===== config.mk =====
export PLATFORM = sky130hd
export DESIGN_NAME = modular_exponentiation_flat
export DESIGN_NICKNAME = d
export VERILOG_FILES = /design/src/mexp_pkg.sv /design/src/mexp_ifs.sv /design/src/mexp_modmul.sv /design/src/mexp_datapath.sv /design/src/mexp_ctrl.sv /design/src/modular_exponentiation.sv /design/src/flat_wrapper.sv
export SDC_FILE = /design/constraint.sdc
export NUM_CORES = 1
export LEC_CHECK = 0
export BUFFER_PORTS_ARGS = -buffer_cell sky130_fd_sc_hd__clkbuf_2
export CAP_MARGIN = 30
export CORE_UTILIZATION = 41
export CTS_BUF_LIST = sky130_fd_sc_hd__clkbuf_2
export DETAILED_ROUTE_END_ITERATION = 12
export SETUP_SLACK_MARGIN = 0.02
export SLEW_MARGIN = 20
export SYNTH_ARGS = -nofsm -noshare
export SYNTH_HDL_FRONTEND = slang
export SYNTH_HIERARCHICAL = 1
export SYNTH_SLANG_ARGS = --single-unit

===== constraint.sdc =====
create_clock -name clk -period 6 [get_ports clk]
set_input_delay 0.6 -clock clk [delete_from_list [all_inputs] [get_ports clk]]
set_output_delay 0.6 -clock clk [all_outputs]
set_load 0.01 [all_outputs]

===== src/mexp_pkg.sv =====
// Shared constants, codes and controller/datapath structs for the modular
// exponentiation block. No dependencies.

package mexp_pkg;

  localparam int WORD_BITS = 32;
  localparam int FIELD_W   = 32;
  localparam int CFG_IDX_W = 8;
  localparam int CNT_W     = $clog2(WORD_BITS);

  localparam logic [CFG_IDX_W-1:0] REG_EXPONENT = CFG_IDX_W'(0);
  localparam logic [CFG_IDX_W-1:0] REG_MODULUS  = CFG_IDX_W'(1);

  localparam logic [FIELD_W-1:0] EXPONENT_RESET = FIELD_W'(79);
  localparam logic [FIELD_W-1:0] MODULUS_RESET  = FIELD_W'(3337);

  typedef enum logic [1:0] {
    MUL_RED = 2'd0,
    MUL_ACC = 2'd1,
    MUL_SQ  = 2'd2
  } mul_sel_t;

  typedef struct packed {
    logic     load_in;
    logic     start;
    mul_sel_t sel;
    logic     wr_sq;
    logic     wr_acc;
    logic     shift_exp;
    logic     load_out;
  } mexp_cmd_t;

  typedef struct packed {
    logic mul_busy;
    logic mul_done;
    logic exp_zero;
    logic exp_lsb;
    logic exp_last;
    logic out_free;
    logic cfg_exp_zero;
  } mexp_sts_t;

endpackage


===== src/mexp_ifs.sv =====
// Valid/ready channel interfaces: base request, result and register write.
// Depends on mexp_pkg.

interface mexp_in_if import mexp_pkg::*; ();
  logic               valid;
  logic               ready;
  logic [FIELD_W-1:0] base_value;
  modport source (output valid, output base_value, input ready);
  modport sink   (input valid, input base_value, output ready);
endinterface

interface mexp_out_if import mexp_pkg::*; ();
  logic               valid;
  logic               ready;
  logic [FIELD_W-1:0] power_result;
  modport source (output valid, output power_result, input ready);
  modport sink   (input valid, input power_result, output ready);
endinterface

interface mexp_cfg_if import mexp_pkg::*; ();
  logic                 valid;
  logic                 ready;
  logic [CFG_IDX_W-1:0] index;
  logic [FIELD_W-1:0]   data;
  modport source (output valid, output index, output data, input ready);
  modport sink   (input valid, input index, input data, output ready);
endinterface


===== src/mexp_modmul.sv =====
// Sequential interleaved multiply-and-reduce unit, one multiplier bit a cycle.
// Depends on mexp_pkg.

module mexp_modmul import mexp_pkg::*; (
  input  logic                 clk,
  input  logic                 rst_n,
  input  logic                 start,
  input  logic [WORD_BITS-1:0] a_in,
  input  logic [WORD_BITS-1:0] b_in,
  input  logic [WORD_BITS:0]   m_in,
  output logic                 busy,
  output logic                 done,
  output logic [WORD_BITS-1:0] result
);

  logic                 run_r, run_nxt;
  logic                 done_r, done_nxt;
  logic [CNT_W-1:0]     cnt_r, cnt_nxt;
  logic [WORD_BITS-1:0] acc_r, acc_nxt;
  logic [WORD_BITS-1:0] a_r, a_nxt;
  logic [WORD_BITS-1:0] b_r, b_nxt;
  logic [WORD_BITS:0]   m_r, m_nxt;

  logic [WORD_BITS+1:0] t_sum;
  logic [WORD_BITS+1:0] m1;
  logic [WORD_BITS+1:0] m2;
  logic [WORD_BITS+1:0] t_red;

  always_comb begin
    m1    = {1'b0, m_r};
    m2    = {m_r, 1'b0};
    t_sum = {1'b0, acc_r, 1'b0} + (b_r[WORD_BITS-1] ? {2'b00, a_r} : '0);
    if (t_sum >= m2) begin
      t_red = t_sum - m2;
    end else if (t_sum >= m1) begin
      t_red = t_sum - m1;
    end else begin
      t_red = t_sum;
    end
  end

  always_comb begin
    run_nxt  = run_r;
    done_nxt = 1'b0;
    cnt_nxt  = cnt_r;
    acc_nxt  = acc_r;
    a_nxt    = a_r;
    b_nxt    = b_r;
    m_nxt    = m_r;
    if (start) begin
      run_nxt = 1'b1;
      cnt_nxt = CNT_W'(WORD_BITS - 1);
      acc_nxt = '0;
      a_nxt   = a_in;
      b_nxt   = b_in;
      m_nxt   = m_in;
    end else if (run_r) begin
      acc_nxt = t_red[WORD_BITS-1:0];
      b_nxt   = {b_r[WORD_BITS-2:0], 1'b0};
      cnt_nxt = cnt_r - CNT_W'(1);
      if (cnt_r == '0) begin
        run_nxt  = 1'b0;
        done_nxt = 1'b1;
      end
    end
  end

  always_ff @(posedge clk) begin
    if (!rst_n) begin
      run_r  <= 1'b0;
      done_r <= 1'b0;
      cnt_r  <= '0;
    end else begin
      run_r  <= run_nxt;
      done_r <= done_nxt;
      cnt_r  <= cnt_nxt;
    end
  end

  always_ff @(posedge clk) begin
    acc_r <= acc_nxt;
    a_r   <= a_nxt;
    b_r   <= b_nxt;
    m_r   <= m_nxt;
  end

  assign busy   = run_r;
  assign done   = done_r;
  assign result = acc_r;

`ifndef SYNTHESIS
  a_result_below_mod: assert property (@(posedge clk) disable iff (!rst_n)
    done_r |-> ({1'b0, acc_r} < m_r))
    else $error("modmul result not reduced");
`endif

endmodule


===== src/mexp_datapath.sv =====
// Datapath: key registers, operand registers, multiply-and-reduce unit and
// result register. Depends on mexp_pkg, mexp_ifs and mexp_modmul.

module mexp_datapath import mexp_pkg::*; (
  input  logic               clk,
  input  logic               rst_n,
  input  logic [FIELD_W-1:0] base_value,
  mexp_cfg_if.sink           cfg,
  mexp_out_if.source         res,
  input  mexp_cmd_t          cmd,
  output mexp_sts_t          sts
);

  logic [WORD_BITS-1:0] exponent_r, exponent_nxt;
  logic [WORD_BITS-1:0] modulus_r, modulus_nxt;
  logic [WORD_BITS-1:0] base_r, exp_r, acc_r, sq_r;
  logic [WORD_BITS:0]   m_r;
  logic [FIELD_W-1:0]   out_data_r;
  logic                 out_valid_r, out_valid_nxt;

  logic [WORD_BITS:0]   m_ext;
  logic [WORD_BITS-1:0] acc_init;
  logic [WORD_BITS-1:0] mul_a, mul_b, mul_res;
  logic                 mul_busy, mul_done;

  assign cfg.ready = 1'b1;

  always_comb begin
    exponent_nxt = exponent_r;
    modulus_nxt  = modulus_r;
    if (cfg.valid) begin
      case (cfg.index)
        REG_EXPONENT: exponent_nxt = cfg.data[WORD_BITS-1:0];
        REG_MODULUS:  modulus_nxt  = cfg.data[WORD_BITS-1:0];
        default: begin
        end
      endcase
    end
  end

  always_ff @(posedge clk) begin
    if (!rst_n) begin
      exponent_r  <= EXPONENT_RESET[WORD_BITS-1:0];
      modulus_r   <= MODULUS_RESET[WORD_BITS-1:0];
      out_valid_r <= 1'b0;
    end else begin
      exponent_r  <= exponent_nxt;
      modulus_r   <= modulus_nxt;
      out_valid_r <= out_valid_nxt;
    end
  end

  // zero modulus stands for 2^WORD_BITS
  always_comb begin
    if (modulus_r == '0) begin
      m_ext = {1'b1, {WORD_BITS{1'b0}}};
    end else begin
      m_ext = {1'b0, modulus_r};
    end
    if (exponent_r == '0 || m_ext != (WORD_BITS+1)'(1)) begin
      acc_init = WORD_BITS'(1);
    end else begin
      acc_init = '0;
    end
  end

  always_comb begin
    case (cmd.sel)
      MUL_RED: begin
        mul_a = WORD_BITS'(1);
        mul_b = base_r;
      end
      MUL_ACC: begin
        mul_a = sq_r;
        mul_b = acc_r;
      end
      MUL_SQ: begin
        mul_a = sq_r;
        mul_b = sq_r;
      end
      default: begin
        mul_a = WORD_BITS'(1);
        mul_b = base_r;
      end
    endcase
  end

  mexp_modmul u_modmul (
    .clk    (clk),
    .rst_n  (rst_n),
    .start  (cmd.start),
    .a_in   (mul_a),
    .b_in   (mul_b),
    .m_in   (m_r),
    .busy   (mul_busy),
    .done   (mul_done),
    .result (mul_res)
  );

  always_ff @(posedge clk) begin
    if (cmd.load_in) begin
      base_r <= base_value[WORD_BITS-1:0];
      exp_r  <= exponent_r;
      m_r    <= m_ext;
      acc_r  <= acc_init;
    end else begin
      if (cmd.wr_acc) begin
        acc_r <= mul_res;
      end
      if (cmd.shift_exp) begin
        exp_r <= exp_r >> 1;
      end
    end
    if (cmd.wr_sq) begin
      sq_r <= mul_res;
    end
    if (cmd.load_out) begin
      out_data_r <= FIELD_W'(acc_r);
    end
  end

  always_comb begin
    out_valid_nxt = out_valid_r;
    if (cmd.load_out) begin
      out_valid_nxt = 1'b1;
    end else if (res.ready) begin
      out_valid_nxt = 1'b0;
    end
  end

  assign res.valid        = out_valid_r;
  assign res.power_result = out_data_r;

  assign sts.mul_busy     = mul_busy;
  assign sts.mul_done     = mul_done;
  assign sts.exp_zero     = (exp_r == '0);
  assign sts.exp_lsb      = exp_r[0];
  assign sts.exp_last     = (exp_r[WORD_BITS-1:1] == '0);
  assign sts.out_free     = !out_valid_r || res.ready;
  assign sts.cfg_exp_zero = (exponent_r == '0);

`ifndef SYNTHESIS
  a_load_out_free: assert property (@(posedge clk) disable iff (!rst_n)
    cmd.load_out |-> (!out_valid_r || res.ready))
    else $error("result overwritten before it was taken");
`endif

endmodule


===== src/mexp_ctrl.sv =====
// Square-and-multiply sequencer: walks the exponent bits and drives the
// datapath through commands. Depends on mexp_pkg.

module mexp_ctrl import mexp_pkg::*; (
  input  logic      clk,
  input  logic      rst_n,
  input  logic      in_valid,
  output logic      in_ready,
  input  mexp_sts_t sts,
  output mexp_cmd_t cmd
);

  typedef enum logic [6:0] {
    S_IDLE = 7'b0000001,
    S_PREP = 7'b0000010,
    S_RED  = 7'b0000100,
    S_STEP = 7'b0001000,
    S_ACC  = 7'b0010000,
    S_SQ   = 7'b0100000,
    S_FIN  = 7'b1000000
  } state_t;

  state_t state_r, state_nxt;

  always_comb begin
    state_nxt = state_r;
    in_ready  = 1'b0;
    cmd       = '0;
    cmd.sel   = MUL_RED;
    case (state_r)
      S_IDLE: begin
        in_ready = 1'b1;
        if (in_valid) begin
          cmd.load_in = 1'b1;
          state_nxt   = sts.cfg_exp_zero ? S_FIN : S_PREP;
        end
      end
      S_PREP: begin
        cmd.start = 1'b1;
        cmd.sel   = MUL_RED;
        state_nxt = S_RED;
      end
      S_RED: begin
        if (sts.mul_done) begin
          cmd.wr_sq = 1'b1;
          state_nxt = S_STEP;
        end
      end
      S_STEP: begin
        if (sts.exp_zero) begin
          state_nxt = S_FIN;
        end else if (sts.exp_lsb) begin
          cmd.start = 1'b1;
          cmd.sel   = MUL_ACC;
          state_nxt = S_ACC;
        end else begin
          cmd.shift_exp = 1'b1;
          cmd.start     = 1'b1;
          cmd.sel       = MUL_SQ;
          state_nxt     = S_SQ;
        end
      end
      S_ACC: begin
        if (sts.mul_done) begin
          cmd.wr_acc    = 1'b1;
          cmd.shift_exp = 1'b1;
          if (sts.exp_last) begin
            state_nxt = S_FIN;
          end else begin
            cmd.start = 1'b1;
            cmd.sel   = MUL_SQ;
            state_nxt = S_SQ;
          end
        end
      end
      S_SQ: begin
        if (sts.mul_done) begin
          cmd.wr_sq = 1'b1;
          state_nxt = S_STEP;
        end
      end
      S_FIN: begin
        if (sts.out_free) begin
          cmd.load_out = 1'b1;
          state_nxt    = S_IDLE;
        end
      end
      default: begin
        state_nxt = S_IDLE;
      end
    endcase
  end

  always_ff @(posedge clk) begin
    if (!rst_n) begin
      state_r <= S_IDLE;
    end else begin
      state_r <= state_nxt;
    end
  end

`ifndef SYNTHESIS
  a_start_when_free: assert property (@(posedge clk) disable iff (!rst_n)
    cmd.start |-> !sts.mul_busy)
    else $error("multiply started while unit busy");
  a_done_only_waiting: assert property (@(posedge clk) disable iff (!rst_n)
    sts.mul_done |-> (state_r == S_RED || state_r == S_ACC || state_r == S_SQ))
    else $error("multiply finished with no step waiting");
`endif

endmodule


===== src/modular_exponentiation.sv =====
// Top level of the modular exponentiation block: base^exponent mod modulus.
// Depends on mexp_pkg, mexp_ifs, mexp_ctrl and mexp_datapath.
//
//   channel  dir  payload                      handshake
//   in_ch    in   base_value[31:0]             valid/ready
//   out_ch   out  power_result[31:0]           valid/ready
//   cfg_ch   in   index[7:0], data[31:0]       valid/ready (ready held high)
//
// A zero exponent skips the multiplies; otherwise the work per request grows
// with the exponent's bit length and its count of set bits. The
// multiply-and-reduce unit works one multiplier bit a cycle.
// Reset is synchronous and returns the keys to exponent 79, modulus 3337.
// A new request is taken while the previous result still waits in out_ch.

module modular_exponentiation import mexp_pkg::*; (
  input  logic       clk,
  input  logic       rst_n,
  mexp_in_if.sink    in_ch,
  mexp_out_if.source out_ch,
  mexp_cfg_if.sink   cfg_ch
);

  mexp_cmd_t cmd;
  mexp_sts_t sts;

  mexp_ctrl u_ctrl (
    .clk      (clk),
    .rst_n    (rst_n),
    .in_valid (in_ch.valid),
    .in_ready (in_ch.ready),
    .sts      (sts),
    .cmd      (cmd)
  );

  mexp_datapath u_datapath (
    .clk        (clk),
    .rst_n      (rst_n),
    .base_value (in_ch.base_value),
    .cfg        (cfg_ch),
    .res        (out_ch),
    .cmd        (cmd),
    .sts        (sts)
  );

endmodule

===== src/flat_wrapper.sv =====
// flat-port wrapper written by rule: the top's interface ports become plain ports
module modular_exponentiation_flat import mexp_pkg::*;
  (clk, rst_n, in_ch_valid, in_ch_base_value, in_ch_ready, out_ch_valid, out_ch_power_result, out_ch_ready, cfg_ch_valid, cfg_ch_index, cfg_ch_data, cfg_ch_ready);
  mexp_in_if in_ch_i ();
  mexp_out_if out_ch_i ();
  mexp_cfg_if cfg_ch_i ();
  input  logic clk;
  input  logic rst_n;
  input wire logic [$bits(in_ch_i.valid)-1:0] in_ch_valid;
  input wire logic [$bits(in_ch_i.base_value)-1:0] in_ch_base_value;
  output wire logic [$bits(in_ch_i.ready)-1:0] in_ch_ready;
  output wire logic [$bits(out_ch_i.valid)-1:0] out_ch_valid;
  output wire logic [$bits(out_ch_i.power_result)-1:0] out_ch_power_result;
  input wire logic [$bits(out_ch_i.ready)-1:0] out_ch_ready;
  input wire logic [$bits(cfg_ch_i.valid)-1:0] cfg_ch_valid;
  input wire logic [$bits(cfg_ch_i.index)-1:0] cfg_ch_index;
  input wire logic [$bits(cfg_ch_i.data)-1:0] cfg_ch_data;
  output wire logic [$bits(cfg_ch_i.ready)-1:0] cfg_ch_ready;
  assign in_ch_i.valid = in_ch_valid;
  assign in_ch_i.base_value = in_ch_base_value;
  assign in_ch_ready = in_ch_i.ready;
  assign out_ch_valid = out_ch_i.valid;
  assign out_ch_power_result = out_ch_i.power_result;
  assign out_ch_i.ready = out_ch_ready;
  assign cfg_ch_i.valid = cfg_ch_valid;
  assign cfg_ch_i.index = cfg_ch_index;
  assign cfg_ch_i.data = cfg_ch_data;
  assign cfg_ch_ready = cfg_ch_i.ready;
  modular_exponentiation u_core (.clk(clk), .rst_n(rst_n), .in_ch(in_ch_i), .out_ch(out_ch_i), .cfg_ch(cfg_ch_i));
endmodule

**Word-level counts from Yosys, hierarchy flattened**

Cells that the tools add are included.

- Input port bits: 77
- Output and inout bits: 35
- Memories: 0
- Bits in read-only memories: 0
- Flip-flop bits (word level): 401
- Logic and storage cells: 105
- Bits in latches: 0
- Memory bits (writable): 0

- Multiply operators: 0
- Bitwise logic cells: 2
- Muxes and demuxes: 46
- Divide/modulo/power cells: 0
- Eq/ne operators: 15
- Reductions and logical operators: 19
- Shift operators: 0
- Add/subtract/negate cells: 4
- Order comparisons: 2

Operators by type and width:

| operator | number |
|---|---|
| 32-bit 2-to-1 mux | 9 |
| 32-bit logical NOT | 3 |
| 32-bit case mux with 2 select lines | 1 |
| 32-bit subtractor | 2 |
| 7-bit 2-to-1 mux | 7 |
| 7-bit case mux with 6 select lines | 1 |
| 33-bit by 32-bit adder with 34-bit output | 1 |
| 34-bit by 33-bit greater-or-equal comparator with 1-bit output | 1 |
| 34-bit greater-or-equal comparator | 1 |
| 33-bit 2-to-1 mux | 1 |
| 33-bit by 1-bit != test with 1-bit output (second input constant) | 1 |
| 31-bit logical NOT | 1 |
| 1-bit 2-to-1 mux | 17 |
| 5-bit 2-to-1 mux | 2 |
| 3-bit 2-to-1 mux | 3 |
| 3-bit case mux with 3 select lines | 1 |
| 8-bit by 1-bit == test with 1-bit output (second input constant) | 1 |
| 8-bit logical NOT | 1 |
| 2-bit nonzero test | 4 |
| 7-bit by 1-bit == test with 1-bit output (second input constant) | 1 |
| 7-bit by 2-bit == test with 1-bit output (second input constant) | 1 |
| 7-bit by 3-bit == test with 1-bit output (second input constant) | 1 |
| 7-bit by 4-bit == test with 1-bit output (second input constant) | 1 |
| 7-bit by 5-bit == test with 1-bit output (second input constant) | 1 |
| 18 further kinds | 25 |

**Depth between registers and ports, before layout**

Gate-level depths: netlist of the first run.

- Word-level depth: 7
- Mapped depth: 25
- Mapped depth without buffers: 23

**Modules after synthesis**

Netlist of the first run, hierarchy kept.

By module, submodules not included:

| module | instances | seq. area each (µm²) | area each (µm²) | cells an instance |
|---|---|---|---|---|
| mexp_modmul | 1 | 3,693.5 | 10,212.3 | 1,058 |
| mexp_datapath | 1 | 7,096.8 | 10,078.4 | 774 |
| mexp_ctrl | 1 | 140.1 | 505.5 | 63 |

**Least setup slack after synthesis of the first run**

No wires, ideal clock.

- Path type: register -> register
- From: reg u_core.u_ctrl.state_r[5]
- To: reg u_core.u_datapath.u_modmul.b_r[0] (enable)
- Period minus slack after synthesis: 5.780 ns
- Slack: 0.220 ns
- Library setup time: 0.387 ns
- Arrival time: 5.394 ns
- Data required time: 5.613 ns
- Buffers on the path: 2
- Stages on the path, launching flop included: 8
- Cell sequence: dfxtp_1 -> nor4_4 -> nand4_1 -> o211ai_1 -> clkbuf_1 -> nor2_1 -> clkbuf_1 -> inv_1

RTL lines:

| what | line | source |
|---|---|---|
| start, declared | mexp_ctrl.sv:23 | `state_t state_r, state_nxt;` |
| start signal, assigned | mexp_ctrl.sv:98 | `state_r <= state_nxt;` |
| end signal, assigned | mexp_modmul.sv:83 | `b_r <= b_nxt;` |
| end, declared | mexp_modmul.sv:21 | `logic [WORD_BITS-1:0] b_r, b_nxt;` |

**Worst setup path after layout of the first run**

- From: reg u_core.u_datapath.u_modmul.b_r[31]
- To: reg u_core.u_datapath.u_modmul.acc_r[11], in the netlist u_core/u_datapath/u_modmul/result[11]

- Word-level cells in the longest chain between the ends: 5
- Elaborated cells on any way between the ends: 8
- Classes of those cells: add/sub (3); order compare (2); mux (3)

RTL lines:

| what | line | source |
|---|---|---|
| 32-bit 2-to-1 mux (*) | mexp_modmul.sv:32 | `t_sum = {1'b0, acc_r, 1'b0} + (b_r[WORD_BITS-1] ? {2'b00, a_r} : '0);` |
| 33-bit by 32-bit adder with 34-bit output (*) | mexp_modmul.sv:32 |  |
| 32-bit subtractor / 34-bit by 33-bit greater-or-equal comparator with 1-bit output (equally long branches) | mexp_modmul.sv:36, mexp_modmul.sv:35 |  |
| 32-bit 2-to-1 mux | mexp_modmul.sv:35 | `end else if (t_sum >= m1) begin` |
| 32-bit 2-to-1 mux (*) | mexp_modmul.sv:33 | `if (t_sum >= m2) begin` |
| end signal, assigned | mexp_modmul.sv:81 | `acc_r <= acc_nxt;` |
| end, declared | mexp_modmul.sv:19 | `logic [WORD_BITS-1:0] acc_r, acc_nxt;` |

Mark *: on every way between the ends. The rest lies on a longest branch, timed or not.
A chain may end at the register's enable or synchronous reset.

==> run metrics, run 1 <==
commonest non-fill, non-tap cell in the layout edfxtp_1; post-DP HPWL 37040 um; Worst path max stage delay 0.44 ns; Max-slew headroom 0.3698; Crit-path slowest cell a2111o_1; row count 82; # DRC 0; Worst-Skew Late Latency between 1 and 1.5 ns; Crit path max-delay family compound AO/OA/AOI/OAI gates; 1st-pass router iterations 5; Reg power frac 0.353; P per Cell Area about 440 nW/um^2; H-tree levels 3; Final #Nets about 2300; placer's final routability congestion estimate 0.9002; layout cells sized above 1 0.1952; RSZ-0062 raised after global routing false; f_max between 0.15 and 0.2 GHz; die width 227.2 um; Logic pwr share 0.469; HP Class in2reg; Routed Wire Length slightly above 50000 um; 1st-iter DRT viols around 840; P_leak slightly above 0.009 uW; Syn Area/Cell around 11 um^2; max_cap viols 0; worst path required time about 7.0 ns; Worst path most repeated cell buf_4; aggregate global routing overflow 0; core area approximately 50000 um^2; global-route wire length before repair around 81000 um; Switching Share 0.4107; pre-CTS WS about 0.2 ns; fillers 4779; crit path buf inv count 5; Max Slew Vio Count 0; Worst setup SP type flop; synthesized cell area 20790 um^2; Final min period 5.662 ns; Synth warnings 6; Worst Setup End Kind flop; Setup-failing EPs final 0; commonest cells after routing, fill and taps aside edfxtp_1 (290), clkbuf_2 (263), nand2_1 (216); wire per inst about 18 um; DR vias ~15000; peak supply drop 163.7 uV; die area about 52000 um^2; GRT Overall Usage 0.2029; antenna viol nets, final 0; clk buf depth 3; Final Cycle Share 0.9437; crit path cell chain buf_4 -> buf_4 -> nand2_1 -> inv_1 -> ha_1 -> a211oi_1 -> nor3_1 -> a211o_1 -> a41oi_1 -> o21ai_0 -> xor2_1 -> buf_4 -> ha_1 -> a21oi_1 -> o21ai_0 -> a2111o_1 -> a21oi_2 -> nor2_2 -> a31oi_4 -> o211a_4 -> nand2_2 -> buf_4 -> mux2i_1 -> o21ai_0; Reg clk slew, reported paths 0.10 ns; I/O pin cnt between 100 and 150; Int Pwr approximately 6100 uW; root buffer cell clkbuf_2; largest net degree at the start of global routing between 70 and 80; Worst Path Arrival 6.64 ns; synthesized net count between 2000 and 2500; Mapped Cells ~1900; CP Max Fanout 13; Starting Density 0.4152; Worst Tran Pin Value ~0.95 ns; worst clock skew between 0.1 and 0.15 ns; setup TNS 0 ns; via/cell ratio roughly 5.2; Fin. Hold Viols 0; vias in the first global route roughly 15000; status completed; initial antenna violation count 3; die height 227.2 um; Sw Pwr between 4000 and 5000 uW; CTS Buf Count around 100; CTS tree built; P&R area growth vs syn 13.71%; Buffers on Ports 110; worst setup path category reg2reg; Clk network pwr share 0.178; worst setup margin approximately 0.34 ns; clock sinks 401
==> final timing paths <==
kind | startpoint | to | slack [ns] | cells past startpoint
max | u_core/u_datapath/u_modmul/b_r[31]$_DFFE_PP_ | u_core/u_datapath/u_modmul/result[11]$_SDFFE_PP0P_ | 0.34 | 24
min | in_ch_base_value[10] | u_core/u_datapath/base_r[10]$_DFFE_PP_ | 0.20 | 2
max reg2reg | u_core/u_datapath/u_modmul/b_r[31]$_DFFE_PP_ | u_core/u_datapath/u_modmul/result[11]$_SDFFE_PP0P_ | 0.34 | 24
min reg2reg | u_core/u_datapath/m_r[29]$_DFFE_PP_ | u_core/u_datapath/u_modmul/m_r[29]$_DFFE_PP_ | 0.42 | 0
==> per-stage QoR <==
step	util	area [um^2]	hold WS (ns)	std cells	power [uW]
after floorplan	-	20790	0.4003	1894	7125
after CTS	0.4711	23590	0.02317	2861	10310
after global routing	0.4721	23640	0.04373	2869	11000
final	0.4721	23640	0.1972	2869	10300
after global placement	0.4381	21930	0.4011	2599	8394
after detailed placement	0.4382	21940	0.4045	2599	8391
==> sequential cells by signal, indices dropped and copies added, names as in the netlist <==
name,cells
u_core/u_datapath/u_modmul/a_r,32
u_core/u_ctrl/state_r,7
u_core/u_datapath/u_modmul/done,1
u_core/u_datapath/acc_r,32
u_core/u_datapath/u_modmul/cnt_r,5
u_core/u_datapath/exponent_r,32
u_core/u_datapath/u_modmul/b_r,32
u_core/u_datapath/u_modmul/m_r,33
u_core/u_datapath/res.valid,1
u_core/u_datapath/u_modmul/busy,1
u_core/u_datapath/res.power_result,32
u_core/u_datapath/modulus_r,32
u_core/u_datapath/base_r,32
u_core/u_datapath/m_r,33
u_core/u_datapath/exp_r,32
u_core/u_datapath/sq_r,32
u_core/u_datapath/u_modmul/result,32
==> power by group through the flow <==
stage	combinational (uW)	clock [uW]	sequential (uW)
2_1_floorplan	3530	0	3600
3_3_place_gp	4700	0	3690
3_5_place_dp	4690	0	3700
4_1_cts	4750	1920	3640
5_1_grt	5280	2050	3680
6_report	4830	1830	3640
==> per-layer routing <==
metal | up-vias | GRT usage | share of wire
li1 | 7441 | - | -
met1 | 7110 | 0.2763 | 0.48
met2 | 371 | 0.3192 | 0.45
met3 | 81 | 0.04311 | 0.043
met4 | 2 | 0.07015 | 0.025
met5 | - | 0 | 0.00023
==> what timing repair did <==
action                                 4_1_cts  5_1_grt
setup buffers                                0        4
resized for setup                            0        3
setup endpoints to repair                    0       32
hold buffers                                71        0
endpoints found under the hold margin       99        0
==> cell type report <==
class / count / area, um^2 / share of cell area
diodes: 4 / 10.01 / 0.0004234
clock buffers: 153 / 765.7 / 0.03239
clock inverters: 38 / 168.9 / 0.007146
multi-input cells: 1306 / 9064 / 0.3834
well taps: 672 / 840.8 / 0.03557
flip-flops and latches: 401 / 10930 / 0.4624
repair buffers: 219 / 1572 / 0.06648
inverters: 76 / 287.8 / 0.01217
Power figures use the tool's default switching activity.
==> run 2: changes to the inputs <==
--- a/config.mk
+++ b/config.mk
@@ -8,8 +8,8 @@
 export BUFFER_PORTS_ARGS = -buffer_cell sky130_fd_sc_hd__clkbuf_2
 export CAP_MARGIN = 30
 export CORE_UTILIZATION = 41
-export CTS_BUF_LIST = sky130_fd_sc_hd__clkbuf_2
 export DETAILED_ROUTE_END_ITERATION = 12
+export GPL_TIMING_DRIVEN = 0
 export SETUP_SLACK_MARGIN = 0.02
 export SLEW_MARGIN = 20
 export SYNTH_ARGS = -nofsm -noshare
==> run 2 against run 1 <==
Compared with the run above:
- sequential power is essentially flat
- sequential share of layout area shrank 0.58 points
- clock skew shrank 0.11 ns
- largest cell class unchanged
- largest power group unchanged
- core utilization grew 0.60 points
- combinational power is essentially flat
- via count shrank 2.0%
==> run metrics, run 2 (synthesized netlist as in run 1, its figures left out) <==
Sw Pwr 4261 uW (+0.77%); die height 227.2 um (unchanged); Routed Wire Length 53050 um (+3.0%); # DRC 0 (unchanged); post-layout util 0.4782 (+0.006048); commonest cells after routing, fill and taps aside edfxtp_1 (290), nand2_1 (216), clkbuf_2 (113); die width 227.2 um (unchanged); Reg power frac 0.325 (-0.028); wire per inst 19.10 um (+6.4%); via/cell ratio 5.295 (+1.2%); antenna viol nets, final 0 (unchanged); RSZ-0062 raised after global routing false; Min Hold Slack 0.1910 ns (-0.006211 ns); final non-filler cell area 23940 um^2 (+1.3%); Int Pwr 6935 uW (+14%); clock sinks 401 (unchanged); root buffer cell clkbuf_16; Worst-Skew Late Latency 0.58 ns (-0.58 ns); Max-slew headroom 0.3494 (-0.02046); placer's final routability congestion estimate 0.9907 (+10%); Starting Density 0.4152 (unchanged); Final min period 5.710 ns (+0.04752 ns); Buffers on Ports 110 (unchanged); Worst Path Arrival 6.18 ns (-0.46 ns); ANT cells 0 (-4); vias in the first global route 14920 (-1.1%); global-route wire length before repair 83280 um (+2.7%); CTS Buf Count 45 (-56%); Logic pwr share 0.434 (-0.035); clk buf depth 3 (unchanged); initial antenna violation count 2 (-1); worst setup margin 0.2905 ns (-0.04752 ns); aggregate global routing overflow 0 (unchanged); core area 50070 um^2 (unchanged); DR vias 14700 (-2.0%); P&R area growth vs syn 15.17%; I/O pin cnt 112 (unchanged); pre-CTS WS -0.6008 ns (-0.7989 ns); worst setup path category reg2reg; worst clock skew 0.03136 ns (-0.1108 ns); fillers 4757 (-0.46%); P_leak 0.009161 uW (-0.99%); Switching Share 0.3806 (-0.03010); worst path required time 6.47 ns (-0.51 ns); status completed; Clk network pwr share 0.241 (+0.063); Final Cycle Share 0.9516 (+0.007919); f_max 0.1751 GHz (-0.83%); P per Cell Area 467.6 nW/um^2 (+7.4%); HP Class in2reg; CP Max Fanout 10 (-3); Max Slew Vio Count 0 (unchanged); peak supply drop 202.0 uV (+23%); Worst setup SP type flop; placed inst area 22330 um^2 (+1.8%); Worst Setup End Kind flop; GRT Overall Usage 0.2092 (+0.006356); die area 51610 um^2 (unchanged); layout cells sized above 1 0.1691 (-0.02605); CTS tree built; Final #Nets 2249 (-1.7%); 1st-iter DRT viols 777 (-7.8%); largest registers u_core/u_datapath/m_r (33), u_core/u_datapath/u_modmul/m_r (33); Worst Tran Pin Value 0.9759 ns (+0.03069 ns); H-tree levels 2 (-1); largest net degree at the start of global routing 39 (-47%); 1st-pass router iterations 5 (unchanged); commonest non-fill, non-tap cell in the layout edfxtp_1; Reg clk slew, reported paths 0.06 ns (-0.04 ns); hold_buf cts 0 (-100%); Setup-failing EPs final 0 (unchanged); post-DP HPWL 41720 um (+13%); Fin. Hold Viols 0 (unchanged); row count 82 (unchanged); max_cap viols 0 (unchanged)
==> run 2: cell type report <==
cell class,count,area [um^2],share of cell area
inverters,76,287.8,0.01202
flip-flops and latches,401,10930,0.4565
plain buffers,111,543.0,0.02268
clock buffers,51,1180,0.04928
multi-input cells,1306,9138,0.3817
well taps,672,840.8,0.03512
clock inverters,33,290.3,0.01212
repair buffers,127,732.0,0.03057
==> run 2: critical path: stages (launching register included) <==
cell and delay (ns):
edfxtp_1 0.52, clkbuf_4 0.25, nand2_1 0.13, inv_1 0.06, ha_1 0.29, a211oi_1 0.32, nor3_1 0.14, a211o_1 0.37
a41oi_2 0.25, o21ai_0 0.17, xor2_1 0.19, buf_4 0.17, ha_1 0.35, or3_1 0.39, o211ai_1 0.12, o21ai_0 0.13
a41o_1 0.31, o211a_1 0.31, nor2_4 0.23, buf_2 0.28, buf_2 0.27, o211ai_1 0.12, a211oi_1 0.22
==> run 2: repair_timing <==
action                     CTS  global route
gates cloned                 0             0
setup endpoints to repair   32            27
resized for setup            7            17
pin swaps                    1             2
setup buffers                2             2
==> run 2: routing by layer <==
metal / track usage / routed length [um] / up-vias
li1: - / - / 7290
met1: 0.2713 / 23970 / 6992
met2: 0.3588 / 25580 / 332
met3: 0.02710 / 2010 / 89
met4: 0.07188 / 1486 / 0
met5: 0 / 0 / -
==> run 2: through the flow <==
stage / TNS (ns) / power (uW) / instances
6_report: 0 / 11200 / 2777
5_1_grt: 0 / 11880 / 2777
4_1_cts: 0 / 11140 / 2775
3_5_place_dp: -11.26 / 8409 / 2689
3_3_place_gp: -213.15 / 8374 / 2676
2_1_floorplan: 0 / 7125 / 1894
==> run 2: final timing paths <==
path | from | end | slack (ns) | cells past startpoint
setup / recovery | u_core/u_datapath/u_modmul/b_r[31]$_DFFE_PP_ | u_core/u_datapath/u_modmul/result[2]$_SDFFE_PP0P_ | 0.29 | 22
hold / removal | in_ch_base_value[24] | u_core/u_datapath/base_r[24]$_DFFE_PP_ | 0.19 | 1
setup reg to reg | u_core/u_datapath/u_modmul/b_r[31]$_DFFE_PP_ | u_core/u_datapath/u_modmul/result[2]$_SDFFE_PP0P_ | 0.29 | 22
hold reg to reg | u_core/u_datapath/m_r[5]$_DFFE_PP_ | u_core/u_datapath/u_modmul/m_r[5]$_DFFE_PP_ | 0.41 | 0
==> run 2: power groups by stage <==
stage | sequential (uW) | combinational (uW) | clock, uW
CTS | 3640 | 4750 | 2750
global route | 3680 | 5350 | 2850
floorplan | 3600 | 3530 | 0
finish | 3640 | 4860 | 2690
global placement | 3700 | 4670 | 0
detailed placement | 3690 | 4710 | 0
==> run 3: changes to the inputs <==
--- a/config.mk
+++ b/config.mk
@@ -7,9 +7,10 @@
 export LEC_CHECK = 0
 export BUFFER_PORTS_ARGS = -buffer_cell sky130_fd_sc_hd__clkbuf_2
 export CAP_MARGIN = 30
-export CORE_UTILIZATION = 41
+export CORE_UTILIZATION = 55
 export DETAILED_ROUTE_END_ITERATION = 12
 export GPL_TIMING_DRIVEN = 0
+export PLACE_DENSITY = 0.76
 export SETUP_SLACK_MARGIN = 0.02
 export SLEW_MARGIN = 20
 export SYNTH_ARGS = -nofsm -noshare
==> run 3 against run 2 <==
Compared with the run above:
- worst hold slack improved by 0.015 ns
- clock power decreased by 7%
- routed wire length decreased by 6.4%
- core utilization grew 16 points
- cell count fell by 6.4%
- first-iteration DRC count is 60% higher
- critical path type unchanged
==> run metrics, run 3 (synthesized netlist as in run 1, its figures left out) <==
clk buf depth 3 (unchanged); clock sinks 401 (unchanged); status completed; CTS Buf Count 42 (-6.7%); die width 196.4 um (-14%); Final Cycle Share 0.9610 (+0.009376); CP Max Fanout 10 (unchanged); Reg clk slew, reported paths 0.06 ns (about the same); via/cell ratio 5.766 (+8.9%); Worst path max stage delay 0.52 ns (about the same); Crit-path slowest cell edfxtp_1; root buffer cell clkbuf_16; DR vias 14990 (+2.0%); P_leak 0.009038 uW (-1.3%); commonest non-fill, non-tap cell in the layout edfxtp_1; HP Class in2reg; H-tree levels 2 (unchanged); Final min period 5.766 ns (+0.05626 ns); Worst Setup End Kind flop; ANT cells 0 (unchanged); final non-filler cell area 23540 um^2 (-1.7%); Buffers on Ports 110 (unchanged); CTS tree built; antenna viol nets, final 0 (unchanged); 1st-pass router iterations 5 (unchanged); aggregate global routing overflow 0 (unchanged); Max-slew headroom 0.4085 (+0.05909); Setup-failing EPs final 0 (unchanged); Starting Density 0.5638 (+0.1486); RSZ-0062 raised after global routing true; Min Hold Slack 0.2060 ns (+0.01500 ns); Routed Wire Length 49640 um (-6.4%); peak supply drop 228.0 uV (+13%); die area 38580 um^2 (-25%); fillers 2910 (-39%); layout cells sized above 1 0.1608 (-0.008339); Final #Nets 2244 (-0.22%); worst clock skew 0.02418 ns (-0.007178 ns); Fin. Hold Viols 0 (unchanged); Worst Path Arrival 6.24 ns (+0.06 ns); worst setup path category reg2reg; initial antenna violation count 1 (-1); max_cap viols 0 (unchanged); largest net degree at the start of global routing 39 (unchanged); commonest cells after routing, fill and taps aside edfxtp_1 (290), nand2_1 (216), clkbuf_2 (114); vias in the first global route 14600 (-2.1%); f_max 0.1734 GHz (-0.98%); P&R area growth vs syn 13.25%; 1st-iter DRT viols 1247 (+60%); # DRC 0 (unchanged); placed inst area 22110 um^2 (-0.97%); P per Cell Area 462.8 nW/um^2 (-1.0%); I/O pin cnt 112 (unchanged); Worst-Skew Late Latency 0.57 ns (about the same); placer's final routability congestion estimate 0.9383 (-5.3%); row count 70 (-15%); largest registers u_core/u_datapath/m_r (33), u_core/u_datapath/u_modmul/m_r (33); Worst Tran Pin Value 0.8873 ns (-0.08864 ns); crit path cell chain buf_4 -> and2_1 -> ha_1 -> inv_1 -> fa_1 -> nor2b_1 -> o31a_1 -> o21ai_2 -> o21bai_1 -> a21o_1 -> nand3_1 -> a21oi_2 -> xor2_2 -> ha_1 -> nand3_1 -> nor2_1 -> nand2_1 -> nor4_2 -> o211a_1 -> or2_2 -> buf_2 -> clkbuf_2 -> nand2_1 -> a311oi_1; wire per inst 19.09 um (about the same); die height 196.4 um (-14%); GRT Overall Usage 0.2591 (+0.04988); post-DP HPWL 38090 um (-8.7%); Worst setup SP type flop; global-route wire length before repair 77850 um (-6.5%); Max Slew Vio Count 0 (unchanged); core area 36870 um^2 (-26%); worst path required time 6.47 ns (about the same)
[run 3: changes by cell type in the layout (fill, tap and decap cells not counted), moves of 3 or more]
cell / change
clkbuf_16: -3
clkbuf_1: +13
clkinv_2: -10
clkinv_4: -3
[run 3: through the flow]
step / setup slack [ns] / utilization / instances / setup TNS, ns / power, uW
2_1_floorplan: 0.2198 / - / 1894 / 0 / 7125
3_3_place_gp: -2.014 / 0.5958 / 2508 / -151.80 / 8153
3_5_place_dp: -0.3040 / 0.5997 / 2520 / -4.447 / 8264
5_1_grt: -0.03209 / 0.6385 / 2600 / -0.05486 / 11520
6_report: 0.2342 / 0.6385 / 2600 / 0 / 10900
4_1_cts: 0.06635 / 0.6360 / 2598 / 0 / 10780
[run 3: final cells by class]
class | instances | area (um^2) | share of cell area
Sequential cell | 401 | 10930 | 0.4643
Multi-Input combinational cell | 1306 | 9130 | 0.3878
Clock buffer | 61 | 1164 | 0.04942
Timing Repair Buffer | 125 | 704.4 | 0.02992
Tap cell | 504 | 630.6 | 0.02678
Buffer | 111 | 539.3 | 0.02290
Inverter | 76 | 287.8 | 0.01222
Clock inverter | 16 | 157.7 | 0.006696
[run 3: layer usage]
layer  routed length [um]  vias to the layer above  track usage  share of wire
met5                    0                        -            0              0
met4                 1689                        0       0.1016          0.034
met3                 2545                       98      0.03251          0.051
met2                23650                      488       0.4417           0.48
met1                21750                     7130       0.3366           0.44
li1                     -                     7276            -              -
[run 3: where the power goes]
group	switching (uW)	internal [uW]	total, uW
clock	1050	1450	2500
sequential	217	3410	3630
combinational	2830	1930	4770
total	4100	6790	10900
[run 3: worst paths after layout]
kind | start | endpoint | slack [ns] | cells after the start
max | u_core/u_datapath/u_modmul/b_r[31]$_DFFE_PP_ | u_core/u_datapath/u_modmul/result[25]$_SDFFE_PP0P_ | 0.23 | 24
min | in_ch_base_value[15] | u_core/u_datapath/base_r[15]$_DFFE_PP_ | 0.21 | 1
max reg2reg | u_core/u_datapath/u_modmul/b_r[31]$_DFFE_PP_ | u_core/u_datapath/u_modmul/result[25]$_SDFFE_PP0P_ | 0.23 | 24
min reg2reg | u_core/u_datapath/m_r[30]$_DFFE_PP_ | u_core/u_datapath/u_modmul/m_r[30]$_DFFE_PP_ | 0.42 | 0
[run 3: worst max-delay path, delay by kind of cell, from the launching register on]
kind	cells	cell delay, ns
AO/OA/AOI/OAI	7	1.44
XOR/XNOR	1	0.32
adder cells (fa/ha/maj)	3	0.89
buffers and inverters	4	0.83
flip-flops	1	0.52
AND/OR/NAND/NOR	9	1.68
[run 3: repair_timing]
item	in CTS	in global routing
endpoints found under the setup margin	30	29
resized for setup	3	15
pin swaps	0	3
hold buffers	0	0
buffers inserted	1	2
